File: config.mk
export PLATFORM = sky130hd
export DESIGN_NAME = radial_edge_run_ball_check_flat
export DESIGN_NICKNAME = d
export VERILOG_FILES = /design/src/rerbc_pkg.sv /design/src/rerbc_chan_if.sv /design/src/radial_edge_run_ball_check.sv /design/src/flat_wrapper.sv
export VERILOG_INCLUDE_DIRS = /design/src /design/src/src
export SDC_FILE = /design/constraint.sdc
export NUM_CORES = 1
export LEC_CHECK = 0
export BUFFER_PORTS_ARGS = -buffer_cell sky130_fd_sc_hd__buf_2
export CAP_MARGIN = 30
export CORE_UTILIZATION = 45
export DETAILED_ROUTE_END_ITERATION = 8
export HOLD_SLACK_MARGIN = 0.1
export SLEW_MARGIN = 10
export SYNTH_ARGS = -nofsm -noshare
export SYNTH_HDL_FRONTEND = slang
export SYNTH_SLANG_ARGS = --single-unit
File: constraint.sdc
create_clock -name i_clk -period 18.7 [get_ports i_clk]
set_clock_uncertainty 0.15 [all_clocks]
set_input_delay 0.935 -clock i_clk [delete_from_list [all_inputs] [get_ports i_clk]]
set_output_delay 0.935 -clock i_clk [all_outputs]
set_load 0.1 [all_outputs]
File: src/radial_edge_run_ball_check_defines.svh
// ----------------------------------------------------------------------------
// radial_edge_run_ball_check_defines
// Assertion macros shared by the ball check RTL.
// ----------------------------------------------------------------------------
`ifndef RADIAL_EDGE_RUN_BALL_CHECK_DEFINES_SVH
`define RADIAL_EDGE_RUN_BALL_CHECK_DEFINES_SVH

// same-cycle implication, disabled in reset
`define RERBC_ASSERT_NOW(label, clk, rst_n, ante, cons, msg) \
    label: assert property (@(posedge clk) disable iff (!(rst_n)) (ante) |-> (cons)) \
        else $error(msg);

// next-cycle implication, disabled in reset
`define RERBC_ASSERT_NEXT(label, clk, rst_n, ante, cons, msg) \
    label: assert property (@(posedge clk) disable iff (!(rst_n)) (ante) |=> (cons)) \
        else $error(msg);

`endif

File: src/rerbc_pkg.sv
// ----------------------------------------------------------------------------
// rerbc_pkg
// Widths, codes and constants of the radial edge-run ball check.
// ----------------------------------------------------------------------------
`timescale 1ns / 1ps

package rerbc_pkg;

    localparam int PIX_W     = 8;
    localparam int DIST_W    = 9;
    localparam int SCORE_W   = 11;
    localparam int VERDICT_W = 2;
    localparam int CFG_ADDR_W = 2;
    localparam int CFG_DATA_W = 8;
    localparam int NUM_DIRS  = 3;

    localparam logic [PIX_W-1:0] MAX_BALL_WIDTH = 8'd255;

    typedef logic [PIX_W-1:0]     t_pix;
    typedef logic [DIST_W-1:0]    t_dist;
    typedef logic [SCORE_W-1:0]   t_score;
    typedef logic [VERDICT_W-1:0] t_verdict;
    typedef logic [CFG_ADDR_W-1:0] t_cfg_addr;
    typedef logic [CFG_DATA_W-1:0] t_cfg_data;

    localparam t_verdict VERDICT_SEARCH = 2'd0;
    localparam t_verdict VERDICT_ACCEPT = 2'd1;
    localparam t_verdict VERDICT_GIVEUP = 2'd2;
    localparam t_verdict VERDICT_IDLE   = 2'd3;

    localparam t_cfg_addr CFG_CHANGE_RATIO = 2'd0;
    localparam t_cfg_addr CFG_BLUE_FLOOR   = 2'd1;
    localparam t_cfg_addr CFG_TOLERANCE    = 2'd2;

    localparam t_cfg_data RST_CHANGE_RATIO = 8'd179;
    localparam t_cfg_data RST_BLUE_FLOOR   = 8'd50;
    localparam t_cfg_data RST_TOLERANCE    = 8'd64;

    localparam t_score SCORE_GIVEUP = 11'd1000;

    localparam int DIR_RIGHT = 0;
    localparam int DIR_LEFT  = 1;
    localparam int DIR_UP    = 2;

endpackage

File: src/rerbc_chan_if.sv
// ----------------------------------------------------------------------------
// rerbc_chan_if
// Valid/ready channels of the ball check: probe words, results, config.
// ----------------------------------------------------------------------------
`timescale 1ns / 1ps

interface rerbc_probe_if;
    logic                valid;
    logic                ready;
    logic                first_probe;
    rerbc_pkg::t_pix     center_blue;
    rerbc_pkg::t_pix     ball_size;
    logic                soft_rule;
    rerbc_pkg::t_pix     right_blue;
    rerbc_pkg::t_pix     right_green;
    rerbc_pkg::t_pix     left_blue;
    rerbc_pkg::t_pix     left_green;
    rerbc_pkg::t_pix     up_blue;
    rerbc_pkg::t_pix     up_green;

    modport source (
        output valid, first_probe, center_blue, ball_size, soft_rule,
               right_blue, right_green, left_blue, left_green, up_blue, up_green,
        input  ready
    );
    modport sink (
        input  valid, first_probe, center_blue, ball_size, soft_rule,
               right_blue, right_green, left_blue, left_green, up_blue, up_green,
        output ready
    );
endinterface

interface rerbc_result_if;
    logic                valid;
    logic                ready;
    rerbc_pkg::t_verdict verdict;
    rerbc_pkg::t_score   score;
    logic                run_last;

    modport source (output valid, verdict, score, run_last, input ready);
    modport sink   (input valid, verdict, score, run_last, output ready);
endinterface

interface rerbc_cfg_if;
    logic                 valid;
    logic                 ready;
    rerbc_pkg::t_cfg_addr addr;
    rerbc_pkg::t_cfg_data data;

    modport source (output valid, addr, data, input ready);
    modport sink   (input valid, addr, data, output ready);
endinterface

File: src/radial_edge_run_ball_check.sv
// ----------------------------------------------------------------------------
// radial_edge_run_ball_check
// Each accepted probe word gives one result word, held in the result register.
// Throughput: one probe word per cycle; the single result register takes a
// new word whenever it is empty or its word is taken in the same cycle.
// Reset: synchronous active low; idle (decided), width 1, registers 179/50/64.
// ----------------------------------------------------------------------------
`timescale 1ns / 1ps
`include "radial_edge_run_ball_check_defines.svh"

module radial_edge_run_ball_check (
    input  logic          i_clk,
    input  logic          i_rst_n,
    rerbc_probe_if.sink   i_probe,
    rerbc_result_if.source o_result,
    rerbc_cfg_if.sink     i_cfg
);
    import rerbc_pkg::*;

    // config
    t_cfg_data r_ratio, r_floor, r_tol;

    // test state
    t_dist           r_dist;
    t_pix            r_prev  [NUM_DIRS];
    t_dist           r_edist [NUM_DIRS];
    logic [NUM_DIRS-1:0] r_found;
    t_pix            r_width;
    logic            r_rule;
    logic            r_decided;

    // result register
    logic            r_out_valid;
    t_verdict        r_verdict;
    t_score          r_score;
    logic            r_last;

    logic            in_acc;

    // selected state (fresh test or running one)
    t_pix            s_w_in, s_w;
    logic            s_rule;
    t_dist           s_dist;
    t_pix            s_prev  [NUM_DIRS];
    t_dist           s_edist [NUM_DIRS];
    logic [NUM_DIRS-1:0] s_found;

    t_pix            blue    [NUM_DIRS];
    t_pix            green   [NUM_DIRS];
    logic [15:0]     prod    [NUM_DIRS];
    logic [8:0]      thr     [NUM_DIRS];
    logic [NUM_DIRS-1:0] hit;

    t_dist           p_edist [NUM_DIRS];
    t_pix            p_prev  [NUM_DIRS];
    logic [NUM_DIRS-1:0] p_found;

    // acceptance terms
    t_dist           half;
    logic [16:0]     tol_t;
    logic            strict_ok, soft_ok, acc_ok;
    logic [9:0]      sum_rl;
    logic [9:0]      dev_rl;
    logic [10:0]     sum_all;
    logic [11:0]     s2, w3, dsc;
    logic [12:0]     dsc_r;

    // next values
    t_dist           n_dist;
    t_pix            n_prev  [NUM_DIRS];
    t_dist           n_edist [NUM_DIRS];
    logic [NUM_DIRS-1:0] n_found;
    t_pix            n_width;
    logic            n_rule;
    logic            n_decided;
    t_verdict        n_verdict;
    t_score          n_score;
    logic            n_last;

    function automatic t_dist absdiff9(input t_dist a, input t_dist b);
        return (a > b) ? (a - b) : (b - a);
    endfunction

    assign i_probe.ready = !r_out_valid || o_result.ready;
    assign in_acc        = i_probe.valid && i_probe.ready;
    assign i_cfg.ready   = 1'b1;

    assign o_result.valid    = r_out_valid;
    assign o_result.verdict  = r_verdict;
    assign o_result.score    = r_score;
    assign o_result.run_last = r_last;

    assign blue[DIR_RIGHT]  = i_probe.right_blue;
    assign green[DIR_RIGHT] = i_probe.right_green;
    assign blue[DIR_LEFT]   = i_probe.left_blue;
    assign green[DIR_LEFT]  = i_probe.left_green;
    assign blue[DIR_UP]     = i_probe.up_blue;
    assign green[DIR_UP]    = i_probe.up_green;

    always_comb begin
        s_w_in = (i_probe.ball_size > MAX_BALL_WIDTH) ? MAX_BALL_WIDTH
                                                      : i_probe.ball_size;
        if (i_probe.first_probe) begin
            s_w    = s_w_in;
            s_rule = i_probe.soft_rule;
            s_dist = 9'd1;
            s_found = '0;
            for (int k = 0; k < NUM_DIRS; k++) begin
                s_prev[k]  = i_probe.center_blue;
                s_edist[k] = '0;
            end
        end else begin
            s_w    = r_width;
            s_rule = r_rule;
            s_dist = r_dist;
            s_found = r_found;
            for (int k = 0; k < NUM_DIRS; k++) begin
                s_prev[k]  = r_prev[k];
                s_edist[k] = r_edist[k];
            end
        end

        // per-direction drop detection
        for (int k = 0; k < NUM_DIRS; k++) begin
            prod[k] = s_prev[k] * r_ratio;
            thr[k]  = 9'((17'(prod[k]) + 17'd128) >> 8);
            hit[k]  = ((9'(blue[k]) < thr[k]) || (blue[k] < r_floor))
                      && !s_found[k] && (green[k] != '0);
            p_found[k] = s_found[k] | hit[k];
            p_edist[k] = hit[k] ? s_dist : s_edist[k];
            p_prev[k]  = hit[k] ? s_prev[k] : blue[k];
        end

        // strict rule
        half  = 9'(s_w >> 1);
        tol_t = 17'(s_w) * 17'(r_tol);
        strict_ok =
            ({absdiff9(p_edist[DIR_RIGHT], half), 8'd0} < tol_t) &&
            ({absdiff9(p_edist[DIR_LEFT], half), 8'd0} < tol_t) &&
            ({absdiff9(p_edist[DIR_UP], half), 8'd0} < (tol_t + 17'd256)) &&
            ({absdiff9(p_edist[DIR_RIGHT], p_edist[DIR_LEFT]), 8'd0} < tol_t);

        // soft rule
        sum_rl = 10'(p_edist[DIR_RIGHT]) + 10'(p_edist[DIR_LEFT]);
        dev_rl = (sum_rl > 10'(s_w)) ? (sum_rl - 10'(s_w)) : (10'(s_w) - sum_rl);
        soft_ok = (dev_rl < 10'(s_w)) &&
                  (p_edist[DIR_UP] > 9'(s_w >> 3)) &&
                  (p_edist[DIR_UP] < 9'(s_w));

        acc_ok = (&p_found) && (s_rule ? soft_ok : strict_ok);

        // score: round-half-up of |1.5 W - sum|
        sum_all = 11'(p_edist[DIR_RIGHT]) + 11'(p_edist[DIR_LEFT])
                + 11'(p_edist[DIR_UP]);
        s2  = {sum_all, 1'b0};
        w3  = 12'({s_w, 1'b0}) + 12'(s_w);
        dsc = (s2 > w3) ? (s2 - w3) : (w3 - s2);
        dsc_r = (13'(dsc) + 13'd1) >> 1;

        n_width   = s_w;
        n_rule    = s_rule;
        n_dist    = s_dist;
        n_found   = s_found;
        n_decided = r_decided;
        for (int k = 0; k < NUM_DIRS; k++) begin
            n_prev[k]  = s_prev[k];
            n_edist[k] = s_edist[k];
        end
        n_verdict = VERDICT_SEARCH;
        n_score   = '0;
        n_last    = 1'b0;

        if (i_probe.first_probe && (s_w == '0)) begin
            n_verdict = VERDICT_GIVEUP;
            n_score   = SCORE_GIVEUP;
            n_last    = 1'b1;
            n_decided = 1'b1;
        end else if (!i_probe.first_probe && r_decided) begin
            n_verdict = VERDICT_IDLE;
        end else begin
            n_found   = p_found;
            n_decided = 1'b0;
            for (int k = 0; k < NUM_DIRS; k++) begin
                n_prev[k]  = p_prev[k];
                n_edist[k] = p_edist[k];
            end
            if (acc_ok) begin
                n_verdict = VERDICT_ACCEPT;
                n_score   = 11'(dsc_r);
                n_last    = 1'b1;
                n_decided = 1'b1;
            end else if ((10'(s_dist) + 10'd1) >= {1'b0, s_w, 1'b0}) begin
                n_verdict = VERDICT_GIVEUP;
                n_score   = SCORE_GIVEUP;
                n_last    = 1'b1;
                n_decided = 1'b1;
            end else begin
                n_dist = s_dist + 9'd1;
            end
        end
    end

    always_ff @(posedge i_clk) begin
        if (!i_rst_n) begin
            r_ratio <= RST_CHANGE_RATIO;
            r_floor <= RST_BLUE_FLOOR;
            r_tol   <= RST_TOLERANCE;
        end else if (i_cfg.valid && i_cfg.ready) begin
            unique case (i_cfg.addr)
                CFG_CHANGE_RATIO: r_ratio <= i_cfg.data;
                CFG_BLUE_FLOOR:   r_floor <= i_cfg.data;
                CFG_TOLERANCE:    r_tol   <= i_cfg.data;
                default: ;
            endcase
        end
    end

    always_ff @(posedge i_clk) begin
        if (!i_rst_n) begin
            r_dist    <= '0;
            r_found   <= '0;
            r_width   <= 8'd1;
            r_rule    <= 1'b0;
            r_decided <= 1'b1;
            for (int k = 0; k < NUM_DIRS; k++) begin
                r_prev[k]  <= '0;
                r_edist[k] <= '0;
            end
        end else if (in_acc) begin
            r_dist    <= n_dist;
            r_found   <= n_found;
            r_width   <= n_width;
            r_rule    <= n_rule;
            r_decided <= n_decided;
            for (int k = 0; k < NUM_DIRS; k++) begin
                r_prev[k]  <= n_prev[k];
                r_edist[k] <= n_edist[k];
            end
        end
    end

    always_ff @(posedge i_clk) begin
        if (!i_rst_n) begin
            r_out_valid <= 1'b0;
        end else if (in_acc) begin
            r_out_valid <= 1'b1;
        end else if (o_result.ready) begin
            r_out_valid <= 1'b0;
        end
    end

    always_ff @(posedge i_clk) begin
        if (in_acc) begin
            r_verdict <= n_verdict;
            r_score   <= n_score;
            r_last    <= n_last;
        end
    end

    `RERBC_ASSERT_NOW(a_last_ends_test, i_clk, i_rst_n, r_out_valid && r_last, (r_verdict == VERDICT_ACCEPT) || (r_verdict == VERDICT_GIVEUP), "run_last on a word that does not end a test")
    `RERBC_ASSERT_NOW(a_giveup_score, i_clk, i_rst_n, r_out_valid && (r_verdict == VERDICT_GIVEUP), r_score == SCORE_GIVEUP, "give-up word without score 1000")
    `RERBC_ASSERT_NEXT(a_end_goes_idle, i_clk, i_rst_n, in_acc && n_last, r_decided, "test ended but block not idle")
    `RERBC_ASSERT_NOW(a_running_width, i_clk, i_rst_n, !r_decided, (r_width != '0) && (r_dist != '0), "running test with zero width or distance")
    `RERBC_ASSERT_NOW(a_running_bound, i_clk, i_rst_n, !r_decided, 10'(r_dist) < {1'b0, r_width, 1'b0}, "running test past its give-up distance")

endmodule

File: src/flat_wrapper.sv
// flat-port wrapper written by rule: the top's interface ports become plain ports
module radial_edge_run_ball_check_flat import rerbc_pkg::*;
  (i_clk, i_rst_n, i_probe_valid, i_probe_first_probe, i_probe_center_blue, i_probe_ball_size, i_probe_soft_rule, i_probe_right_blue, i_probe_right_green, i_probe_left_blue, i_probe_left_green, i_probe_up_blue, i_probe_up_green, i_probe_ready, o_result_valid, o_result_verdict, o_result_score, o_result_run_last, o_result_ready, i_cfg_valid, i_cfg_addr, i_cfg_data, i_cfg_ready);
  rerbc_probe_if i_probe_i ();
  rerbc_result_if o_result_i ();
  rerbc_cfg_if i_cfg_i ();
  input  logic i_clk;
  input  logic i_rst_n;
  input wire logic [$bits(i_probe_i.valid)-1:0] i_probe_valid;
  input wire logic [$bits(i_probe_i.first_probe)-1:0] i_probe_first_probe;
  input wire logic [$bits(i_probe_i.center_blue)-1:0] i_probe_center_blue;
  input wire logic [$bits(i_probe_i.ball_size)-1:0] i_probe_ball_size;
  input wire logic [$bits(i_probe_i.soft_rule)-1:0] i_probe_soft_rule;
  input wire logic [$bits(i_probe_i.right_blue)-1:0] i_probe_right_blue;
  input wire logic [$bits(i_probe_i.right_green)-1:0] i_probe_right_green;
  input wire logic [$bits(i_probe_i.left_blue)-1:0] i_probe_left_blue;
  input wire logic [$bits(i_probe_i.left_green)-1:0] i_probe_left_green;
  input wire logic [$bits(i_probe_i.up_blue)-1:0] i_probe_up_blue;
  input wire logic [$bits(i_probe_i.up_green)-1:0] i_probe_up_green;
  output wire logic [$bits(i_probe_i.ready)-1:0] i_probe_ready;
  output wire logic [$bits(o_result_i.valid)-1:0] o_result_valid;
  output wire logic [$bits(o_result_i.verdict)-1:0] o_result_verdict;
  output wire logic [$bits(o_result_i.score)-1:0] o_result_score;
  output wire logic [$bits(o_result_i.run_last)-1:0] o_result_run_last;
  input wire logic [$bits(o_result_i.ready)-1:0] o_result_ready;
  input wire logic [$bits(i_cfg_i.valid)-1:0] i_cfg_valid;
  input wire logic [$bits(i_cfg_i.addr)-1:0] i_cfg_addr;
  input wire logic [$bits(i_cfg_i.data)-1:0] i_cfg_data;
  output wire logic [$bits(i_cfg_i.ready)-1:0] i_cfg_ready;
  assign i_probe_i.valid = i_probe_valid;
  assign i_probe_i.first_probe = i_probe_first_probe;
  assign i_probe_i.center_blue = i_probe_center_blue;
  assign i_probe_i.ball_size = i_probe_ball_size;
  assign i_probe_i.soft_rule = i_probe_soft_rule;
  assign i_probe_i.right_blue = i_probe_right_blue;
  assign i_probe_i.right_green = i_probe_right_green;
  assign i_probe_i.left_blue = i_probe_left_blue;
  assign i_probe_i.left_green = i_probe_left_green;
  assign i_probe_i.up_blue = i_probe_up_blue;
  assign i_probe_i.up_green = i_probe_up_green;
  assign i_probe_ready = i_probe_i.ready;
  assign o_result_valid = o_result_i.valid;
  assign o_result_verdict = o_result_i.verdict;
  assign o_result_score = o_result_i.score;
  assign o_result_run_last = o_result_i.run_last;
  assign o_result_i.ready = o_result_ready;
  assign i_cfg_i.valid = i_cfg_valid;
  assign i_cfg_i.addr = i_cfg_addr;
  assign i_cfg_i.data = i_cfg_data;
  assign i_cfg_ready = i_cfg_i.ready;
  radial_edge_run_ball_check u_core (.i_clk(i_clk), .i_rst_n(i_rst_n), .i_probe(i_probe_i), .o_result(o_result_i), .i_cfg(i_cfg_i));
endmodule
# Yosys cells after proc, flatten, opt, wreduce, memory -nomap -nowiden
# Memories as Yosys holds them, arrays and structs flattened.
# Cells that the tools add are included.
dict set report totals {
  regBits 61
  ramBits 51
  mem_count 2
}
dict set report classes {
  n_addsub 23
  mul 4
  magnitude_cmp 21
  n_eq_ne 3
  mux 53
  n_bitwise 9
  n_reduce_logical 36
}
# memory depth word_bits read_ports rd_ports_with_merged_regs wr line
set mem_list {}
lappend mem_list {u_core.r_edist 3 9 3 0 3 radial_edge_run_ball_check.sv:26} ;# t_dist r_edist [NUM_DIRS];
lappend mem_list {u_core.r_prev 3 8 3 0 3 radial_edge_run_ball_check.sv:25} ;# t_pix r_prev [NUM_DIRS];
# cell n
set ops {}
lappend ops {{$mux 9} 15}
lappend ops {{$mux 27} 3}
lappend ops {{$mux 24} 3}
lappend ops {{$mul 8x8->16} 4}
lappend ops {{$mux 8} 8}
lappend ops {{$add 16x8->17 const B} 3}
lappend ops {{$lt 17x16->1} 3}
lappend ops {{$mux 10} 3}
lappend ops {{$gt 9x7->1} 3}
lappend ops {{$lt 8x9->1} 3}
lappend ops {{$sub 7x9->9} 3}
lappend ops {{$sub 9x7->9} 3}
lappend ops {{$lt 8x8->1} 3}
lappend ops {{$reduce_bool 8->1} 3}
lappend ops {{$sub 12x12->12} 2}
lappend ops {{$add 9x9->10} 2}
lappend ops {{$sub 9x9->9} 2}
lappend ops {{$add 16x9->17 const B} 1}
lappend ops {{$lt 17x17->1} 1}
lappend ops {{$logic_and 1x1->1} 15}
lappend ops {{$mux 1} 14}
lappend ops {{$add 12x1->12 const B} 1}
lappend ops {{$gt 12x12->1} 1}
lappend ops {{$mux 12} 1}
lappend ops {{other kinds (28)} 49}

# Logic depth before layout (Yosys ltp)
# Gate-level depths: netlist of run 1.
# An unclocked memory read counts as a cell.
dict set report depth {
  word_depth 20
  depth_mapped 68
}

# Least setup slack after synthesis of run 1
# OpenSTA, ideal clock, no wires.
dict set report synth_path {
  path_type {input-to-reg}
  from {input i_probe_first_probe}
  to {register u_core.r_dist[5]}
  arrival_time_ps 14116
  required_time_ps 18364
  slack_ps 4248
  cell_stages 61
  path_buffers 7
  path_cell_list {clkbuf_1 > buf_2 > clkbuf_1 > buf_1 > clkbuf_1 > nand2_1 > o21ai_1 > nand2_1 > fa_1 > fa_1 > inv_1 > fa_1 > inv_1 > fa_1 > inv_1 > ha_1 > nand2_1 > or4b_1 > [25 not listed] > and3_1 > o31ai_1 > nand2_1 > nand2_1 > a21oi_1 > xnor2_1 > ha_1 > a211oi_1 > and3_1 > o21ai_0 > a211oi_2 > o311ai_0 > a2111oi_0 > a31o_4 > nor2_8 > buf_6 > o2111ai_1 > o211ai_1}
}
dict set report synth_via {
  elab_chain_len 19
  word_cells_on_any_way 82
  cone_classes {add/sub (17); mul (4); order compare (16); mux (19); bitwise (3); reduce/logical (23)}
}
# element line
set synth_rtl {}
lappend synth_rtl {{from (decl)} flat_wrapper.sv:10} ;# input wire logic [$bits(i_probe_i.first_probe)-1:0] i_probe_first_probe;
lappend synth_rtl {{$mux 24} radial_edge_run_ball_check.sv:103} ;# if (i_probe.first_probe) begin
lappend synth_rtl {{$mul 8x8->16} radial_edge_run_ball_check.sv:125} ;# prod[k] = s_prev[k] * r_ratio;
lappend synth_rtl {{$add 16x8->17} radial_edge_run_ball_check.sv:126} ;# thr[k] = 9'((17'(prod[k]) + 17'd128) >> 8);
lappend synth_rtl {{$lt 8x9->1} radial_edge_run_ball_check.sv:127} ;# hit[k] = ((9'(blue[k]) < thr[k]) || (blue[k] < r_floor))
lappend synth_rtl {{$logic_or 1x1->1} radial_edge_run_ball_check.sv:127}
lappend synth_rtl {{$logic_and 1x1->1 (2 in a row)} radial_edge_run_ball_check.sv:128} ;# && !s_found[k] && (green[k] != '0);
lappend synth_rtl {{$mux 9} radial_edge_run_ball_check.sv:130} ;# p_edist[k] = hit[k] ? s_dist : s_edist[k];
lappend synth_rtl {{$add 9x9->10 (tied with other cells)} radial_edge_run_ball_check.sv:144} ;# sum_rl = 10'(p_edist[DIR_RIGHT]) + 10'(p_edist[DIR_LEFT]);
lappend synth_rtl {{[2 not listed]} -}
lappend synth_rtl {{$lt 10x8->1 or $logic_and 1x1->1 (tied branches)} {radial_edge_run_ball_check.sv:146, radial_edge_run_ball_check.sv:138}}
lappend synth_rtl {{$logic_and 1x1->1 (on tied branches)} {radial_edge_run_ball_check.sv:146, radial_edge_run_ball_check.sv:139}}
lappend synth_rtl {{$logic_and 1x1->1 (on tied branches)} {radial_edge_run_ball_check.sv:147, radial_edge_run_ball_check.sv:140}}
lappend synth_rtl {{$mux 1} radial_edge_run_ball_check.sv:150} ;# acc_ok = (&p_found) && (s_rule ? soft_ok : strict_ok);
lappend synth_rtl {{$logic_and 1x1->1} radial_edge_run_ball_check.sv:150}
lappend synth_rtl {{$mux 9} radial_edge_run_ball_check.sv:187} ;# if (acc_ok) begin
lappend synth_rtl {{$mux 9} radial_edge_run_ball_check.sv:178} ;# end else if (!i_probe.first_probe && r_decided) begin
lappend synth_rtl {{$mux 9 *} radial_edge_run_ball_check.sv:173} ;# if (i_probe.first_probe && (s_w == '0)) begin
lappend synth_rtl {{to (signal assigned)} radial_edge_run_ball_check.sv:230} ;# r_dist <= n_dist;
lappend synth_rtl {{to (decl)} radial_edge_run_ball_check.sv:24} ;# t_dist r_dist;
# Every way passes the cells marked *; elsewhere a longest branch is shown, timed or not.
# A chain may end at the register's enable or synchronous reset.

# Worst setup path after layout of run 1
dict set report layout_path {
  from {input i_probe_first_probe}
  to {register u_core.r_dist[6]}
}
# Same word-level chain as after synthesis.

==> results of run 1 <==
[path summary, 6_finish.rpt]
check	start	to	slack, ns	cells past startpoint
max	i_probe_first_probe	u_core.r_dist[6]$_SDFFE_PN0P_	3.35	56
min	u_core.r_rule$_SDFFE_PN0P_	u_core.r_rule$_SDFFE_PN0P_	0.34	2
max reg2reg	u_core.r_prev[0][10]$_SDFFCE_PN0P_	u_core.r_dist[6]$_SDFFE_PN0P_	4.36	54
min reg2reg	u_core.r_rule$_SDFFE_PN0P_	u_core.r_rule$_SDFFE_PN0P_	0.34	2
[placed cells by master, fill, tap and decap left out, drive strengths merged, types with 9 or more instances in the layout]
cell     instances
nand3           54
nor2b          106
nand2          256
clkbuf           9
ha             388
o31ai            9
or3             14
a21oi          137
nor2           143
nand2b          53
xnor2           70
a31oi           15
dfxtp           47
o21bai          17
nand4           16
a211oi          44
a21boi          25
mux2i           86
o211ai          14
and2            90
or2             11
nor4            13
and3            16
xor2            42
a31o             9
fa             155
o2111ai          9
o21ai           96
inv            312
buf            137
nor3            31
edfxtp          65
a21o            37
mux2            18
o21a            22
[registers in the layout (all words and copies together), names as in the netlist, 2 cells and up]
register / count
u_core.r_edist: 27
u_core.r_prev: 24
u_core.o_result.score: 11
u_core.r_dist: 9
u_core.r_floor: 8
u_core.r_ratio: 8
u_core.r_tol: 8
u_core.r_width: 8
u_core.r_found: 3
u_core.o_result.verdict: 2
[cells in the mapped netlist (6+ instances only)]
master	count	area share
edfxtp_1	65	0.088
nor3b_1	6	0.0020
or2_2	10	0.0028
nor2b_1	106	0.030
xor2_1	42	0.017
mux2_2	16	0.0081
nor2_1	141	0.024
a21boi_0	21	0.0071
or3_1	14	0.0040
a211oi_1	43	0.015
xnor2_1	70	0.028
inv_1	304	0.051
o21ai_0	78	0.018
o2111ai_1	9	0.0036
nand3b_1	8	0.0027
fa_1	155	0.14
nor4_1	13	0.0037
buf_4	7	0.0024
and3_1	16	0.0045
o31ai_1	8	0.0027
o211a_1	8	0.0036
ha_1	388	0.22
o21bai_1	17	0.0058
a21oi_1	137	0.031
dfxtp_1	47	0.042
clkbuf_1	69	0.012
nand4_1	16	0.0045
o21ai_1	16	0.0036
a31oi_1	15	0.0042
o21a_1	22	0.0075
o211ai_1	11	0.0037
nor3_1	31	0.0070
a21o_1	37	0.013
a31o_2	6	0.0024
mux2i_1	85	0.038
nand2b_1	53	0.015
nand2_1	256	0.043
buf_2	8	0.0018
and2_1	90	0.025
nand3_1	53	0.012
a211o_1	7	0.0028
[metal layers]
metal / track usage / wire (µm) / vias up
li1: - / - / 9102
met1: 0.339 / 28300 / 9225
met2: 0.464 / 31600 / 499
met3: 0.0210 / 2760 / 96
met4: 0.0758 / 1740 / 0
met5: 0 / 0 / -
[worst max-delay path, delay by kind of cell]
family	cells	cell delay, ns
multiplexers	2	0.94
adder cells (fa/ha/maj)	9	3.98
buffers and inverters	6	1.45
AO/OA/AOI/OAI	17	4.11
AND/OR/NAND/NOR	20	3.55
XOR/XNOR	2	0.47
[power by group through the flow]
stage               Clock [mW]  Combinational (mW)  Sequential [mW]
floorplan                    0                1.49            0.312
global placement             0                1.93            0.300
detailed placement           0                1.96            0.301
CTS                      0.217                1.98            0.295
global route             0.224                2.24            0.297
finish                   0.214                1.98            0.295
[kinds of logic after synthesis]
kind of cell | count (synthesis)
compound gates | 509
xor+xnor | 112
fa+ha+maj | 543
buf+inv | 402
flops | 112
mux | 104
other cells | 1
simple gates | 837
[stage by stage]
stage | instance area (µm²) | setup slack, ns
after floorplan | 22200 | 4.25
after global placement | 23400 | 3.19
after detailed placement | 23400 | 2.98
after CTS | 23700 | 3.39
after global routing | 23700 | 1.99
final | 23700 | 3.35
[final cells by class]
cell class / instances / area [µm²]
Clock inverter: 7 / 93.8
Inverter: 310 / 1160
Tap cell: 656 / 821
Clock buffer: 9 / 225
Timing Repair Buffer: 137 / 806
Sequential cell: 112 / 2890
Fill cell: 4530 / 24400
Multi-Input combinational cell: 2106 / 17700
==> impl_results.md, run 1 <==
- Logic pwr share: 0.796
- CP most frequent cell: nand2_1
- Primary FF master, synth: edfxtp_1
- First-pass GRT wire length: 104 mm
- Clk buf depth: 2
- Setup TNS: 0 ns
- Area added between synthesis and finish: 7.00%
- Finished Core Util: 0.492
- Pins Over Slew Limit: 0
- Ys async rst share: 0
- Largest stage delay, worst path: 0.84 ns
- I/O pins: 98
- Relative slew slack: 0.350
- YS warnings: 0
- Die Y: 224 µm
- Syn nets: 3244
- # rows: 80
- CTS resizes: 0
- Num CTS Buffers: 9
- Total die area: 50100 µm²
- Register share of total power: 0.118
- Peak VDD IR: 0.0533 mV
- HP Class: reg2reg
- Leakage power: 11.5 nW
- Critical Path RT: 18.84 ns
- Vias per std cell: 5.67
- Layout net count: 3300
- Critical Setup Path Class: in2reg
- CTS HTree Levels: 3
- Share of layout cells above drive strength 1: 0.0791
- Pwr Density: 105 nW/µm²
- Syn_area_per_cell: 8.46 µm²
- DR vias: 18922
- CP max stage cell: mux2i_1
- Clock share of power: 0.086
- Post-synthesis sequential area ratio: 0.131
- First DRT Iteration DRCs: 1351
- Cell count after placement: 3320
- Sw Ratio: 0.520
- Post-route ant nets: 0
- Setup crit start kind: input port
- Clk root buf: clkbuf_16
- Fin cells: 3337
- Drt wl/cell: 19.3 µm
- Synth Register Bits: 112
- Initial Util: 0.460
- Setup-failing EPs final: 0
- Total Power: 2.49 mW
- Initial antenna violation count: 0
- Minimum clock period: 15.35 ns
- Worst-Margin Slew: 0.948 ns
- Final WL: 64.5 mm
- Clk_lat worst skew: 0.39 ns
- Overflow after GRT: 0
- Vias in the first global route: 18950
- Outcome: finished, final reports clean
- Hold-fix buffers, CTS: 0
- Die width: 224 µm
- Switching power total: 1.30 mW
- Total track usage: 0.262
- Mux contribution to synthesized area: 0.0482
- Setup Buffers After CTS: 0
- Worst EP arrival: 15.50 ns
- CP Capture Type: flip-flop
- Largest family of logic cells by synthesized area: adder cells
- Port bufs: 96
- Final worst-path cycle share: 0.821
- Fin Hold WS: 0.339 ns
- RSZ-0062 raised after global routing: no
- Int Pwr: 1.20 mW
- Routability cong.: 0.942
- Core Box Area: 48100 µm²
- Unique masters post-synth: 95
- FMAX: 65.1 MHz
- Iteration count of the initial detailed-routing pass: 8
- CTS tree: yes
- Post-Synthesis Cells: 2620
- Largest net degree at the start of global routing: 56
- Hpwl dp: 51.9 mm
- Reg clk slew, reported paths: 0.09 ns
- Residual DRC: 0
- CTS sink cnt: 112
- Crit path max fanout: 28
- Simple logic cell fraction of the synthesized area: 0.191
- Final hold vios: 0
- Xor-xnor portion of the synthesized cell area: 0.0443
- Post-synth EDFFs: 65
- Compound-Gate Fraction of Synth Area: 0.156
- Maxcap violations: 0
- Netlist Area Pre-Place: 22200 µm²
- Synth Area in Adders: 0.359
- N_diodes: 0
Note: power is estimated with default switching activity, not from simulation.
==> inputs of run 2 (changes only) <==
--- a/config.mk
+++ b/config.mk
@@ -6,6 +6,7 @@
 export SDC_FILE = /design/constraint.sdc
 export NUM_CORES = 1
 export LEC_CHECK = 0
+export ABC_AREA = 1
 export BUFFER_PORTS_ARGS = -buffer_cell sky130_fd_sc_hd__buf_2
 export CAP_MARGIN = 30
 export CORE_UTILIZATION = 45
==> constraint.sdc (replaced) <==
create_clock -name i_clk -period 13.2 [get_ports i_clk]
set_clock_uncertainty 0.15 [all_clocks]
set_input_delay 0.66 -clock i_clk [delete_from_list [all_inputs] [get_ports i_clk]]
set_output_delay 0.66 -clock i_clk [all_outputs]
set_load 0.1 [all_outputs]
==> run 2 against run 1 <==
Net effect: the run now ends with design-rule violations left; largest cell class unchanged; sequential cell count unchanged; synthesized area decreased by 3.0%; via count increased by 6.5%; routed wire length increased by 7.6%; worst hold slack got worse by 0.035 ns; sequential share of layout area increased by 0.16 points.
==> impl_results.md, run 2 <==
- Outcome: finished, violations left
- Failing checks: design-rule violations
- First-pass GRT wire length: 108 mm (+4.1%)
- Share of layout cells above drive strength 1: 0.0794 (+0.000337)
- Iteration count of the initial detailed-routing pass: 8 (unchanged)
- DR WL met2: 33.1 mm (+4.5%)
- Synth Register Bits: 112 (unchanged)
- Top cells by area, synth: ha_1, fa_1, nand2_1, edfxtp_1, inv_1
- Vias per std cell: 5.50 (-3.1%)
- Num CTS Buffers: 9 (unchanged)
- Vias in the first global route: 19559 (+3.2%)
- Setup TNS: 0 ns (unchanged)
- CP Capture Type: flip-flop
- Core Box Area: 46900 µm² (-2.7%)
- Setup-failing EPs final: 0 (unchanged)
- Crit path max fanout: 14 (-50%)
- Most common cell after layout, fill and taps aside: nand2_1
- DR vias: 20156 (+6.5%)
- Maxcap violations: 0 (unchanged)
- Area added between synthesis and finish: 8.89%
- Final Worst Setup Slack: 0.973 ns (-2.37 ns)
- Port bufs: 96 (unchanged)
- Syn_area_per_cell: 7.30 µm² (-14%)
- Routability cong.: 1.04 (+11%)
- Total die area: 48600 µm² (-3.0%)
- N_diodes: 0 (unchanged)
- Met3 WL: 4.25 mm (+54%)
- Fillers: 4721 (+4.2%)
- Crit. Startpoint: i_probe_first_probe
- CTS HTree Levels: 3 (unchanged)
- Cell accounting for the most synthesized area: ha_1
- First DRT Iteration DRCs: 1457 (+7.8%)
- Critical Path RT: 13.15 ns (-5.69 ns)
- Largest stage delay, worst path: 0.54 ns (-0.30 ns)
- CP Capture Point: u_core.o_result.score[9]$_SDFFCE_PP1P_
- Pre-CTS WS: -0.130 ns (-3.11 ns)
- Largest net degree at the start of global routing: 69 (+23%)
- Final hold vios: 0 (unchanged)
- Worst-Margin Slew: 0.944 ns (-0.00428 ns)
- Relative slew slack: 0.366 (+0.0164)
- Reg clk slew, reported paths: 0.08 ns (about the same)
- Area of the multi-input gates: 16400 µm² (-7.3%)
- Residual DRC: 4 (+4)
- Biggest register: u_core.r_edist
- Clk root buf: clkbuf_16
- Pins Over Slew Limit: 0 (unchanged)
- Drt wl/cell: 18.9 µm (-2.1%)
- Register area: 2890 µm² (unchanged)
- Final WL: 69.4 mm (+7.6%)
- Unique masters post-synth: 64 (-33%)
- Max FFs per register: 27 (unchanged)
- # rows: 79 (-1.3%)
- Layout net count: 3679 (+11%)
- Minimum clock period: 12.23 ns
- Clk buf depth: 2 (unchanged)
- Fin Hold WS: 0.304 ns (-0.0354 ns)
- Initial antenna violation count: 0 (unchanged)
- R2r setup slk: 1.09 ns (-3.27 ns)
- YS warnings: 0 (unchanged)
- Critical Setup Path Class: in2reg
- R2r endpoint: u_core.o_result.score[9]$_SDFFCE_PP1P_
- Final worst-path cycle share: 0.926
- Post-synth EDFFs: 65 (unchanged)
- Reg2Reg Depth: 62 (+15%)
- CP top delay family: adder cells
- Post-route ant nets: 0 (unchanged)
- CTS tree: yes
- HP Class: reg2reg
- Syn nets: 3567 (+10%)
- Worst path depth: 66 (+18%)
- Die Y: 221 µm (-1.5%)
- Overflow after GRT: 0 (unchanged)
- Netlist Area Pre-Place: 21500 µm² (-3.0%)
- Fin cells: 3667 (+9.9%)
- Initial Util: 0.459 (-0.00153)
- I/O pins: 98 (unchanged)
- Cell count after placement: 3651 (+10%)
- Count leader, synth: nand2_1
- FMAX: 81.8 MHz
- Worst path bufs/invs: 14 (+8)
- Setup crit start kind: input port
- Post-synthesis sequential area ratio: 0.135 (+0.00405)
- CP most frequent cell: nand2_1
- Reg-to-reg critical path startpoint: u_core.r_ratio[2]$_SDFFE_PN0P_
- Top Layer Used: met4
- CTS sink cnt: 112 (unchanged)
- Total track usage: 0.290 (+0.0279)
- Clk_lat worst skew: 0.37 ns (-0.02 ns)
- Met1 Wirelength: 29.7 mm (+4.8%)
- Worst EP arrival: 12.18 ns (-3.32 ns)
- Commonest cells in the netlist: nand2_1, inv_1, ha_1, nor2_1, a21oi_1
- Primary FF master, synth: edfxtp_1
- Ys async rst share: 0 (unchanged)
- Die width: 221 µm (-1.5%)
- Commonest non-fill, non-tap cells in the layout: nand2_1, inv_1, ha_1
- Post-synth top area share: 0.226 (+0.00680)
- Post-Synthesis Cells: 2943 (+12%)
- CP max stage cell: fa_1
- Hpwl dp: 57.0 mm (+10%)
run 2: through the flow:
stage,cell area (µm²),utilization
2_1_floorplan,21500,-
3_3_place_gp,23000,0.491
3_5_place_dp,23000,0.492
4_1_cts,23300,0.498
5_1_grt,23400,0.499
6_report,23400,0.499
run 2: how the worst min path moves through the flow:
| stage | from | end | slack, ns | depth (start not counted) |
|---|---|---|---|---|
| global placement | u_core.r_rule$_SDFFE_PN0P_ | u_core.r_rule$_SDFFE_PN0P_ | 0.29 | 2 |
| floorplan | u_core.r_rule$_SDFFE_PN0P_ | u_core.r_rule$_SDFFE_PN0P_ | 0.27 | 2 |
| detailed placement | u_core.r_dist[1]$_SDFFE_PN0P_ | u_core.r_dist[1]$_SDFFE_PN0P_ | 0.29 | 2 |
| global route | u_core.r_dist[0]$_SDFFE_PN0P_ | u_core.r_dist[0]$_SDFFE_PN0P_ | 0.33 | 2 |
| finish | u_core.r_dist[1]$_SDFFE_PN0P_ | u_core.r_dist[1]$_SDFFE_PN0P_ | 0.30 | 2 |
| CTS | u_core.r_dist[7]$_SDFFE_PN0P_ | u_core.r_dist[7]$_SDFFE_PN0P_ | 0.31 | 2 |
run 2: what timing repair did:
action                     4_1_cts  5_1_grt
resized for setup                0       24
hold endpoints to repair         0        0
buffers inserted                 0        0
hold buffers                     0        0
setup endpoints to repair        0       24
run 2: worst min-delay path, delay by kind of cell, from the launching register on:
family | cells | cell delay (ns)
flops | 1 | 0.31
simple gates | 2 | 0.10
run 2: kinds of logic (layout without fill, tap and decap cells):
family | Yosys count | in the layout | share of synthesized area
fa+ha+maj | 543 | 543 | 0.370
other cells | 1 | 1 | 0.000174
flops | 112 | 112 | 0.135
simple gates | 1065 | 1065 | 0.206
xor+xnor | 120 | 120 | 0.0489
buf+inv | 591 | 708 | 0.105
compound gates | 506 | 506 | 0.133
mux | 5 | 5 | 0.00233
run 2: layout make-up:
cell class / instances / share of cell area
clock buffer: 12 / 0.0114
multi-input combinational: 2240 / 0.701
sequential: 112 / 0.124
inverter: 522 / 0.0842
tap: 607 / 0.0325
timing repair buffer: 170 / 0.0456
clock inverter: 4 / 0.00134
run 2: per-layer routing:
metal,GRT usage,up-vias
met2,0.499,701
met5,0,-
met1,0.377,9580
li1,-,9753
met4,0.0970,0
met3,0.0319,122
Power of run 2 is not shown: default switching activity piles up to over one toggle a cycle in this logic, so the estimate is an artifact.
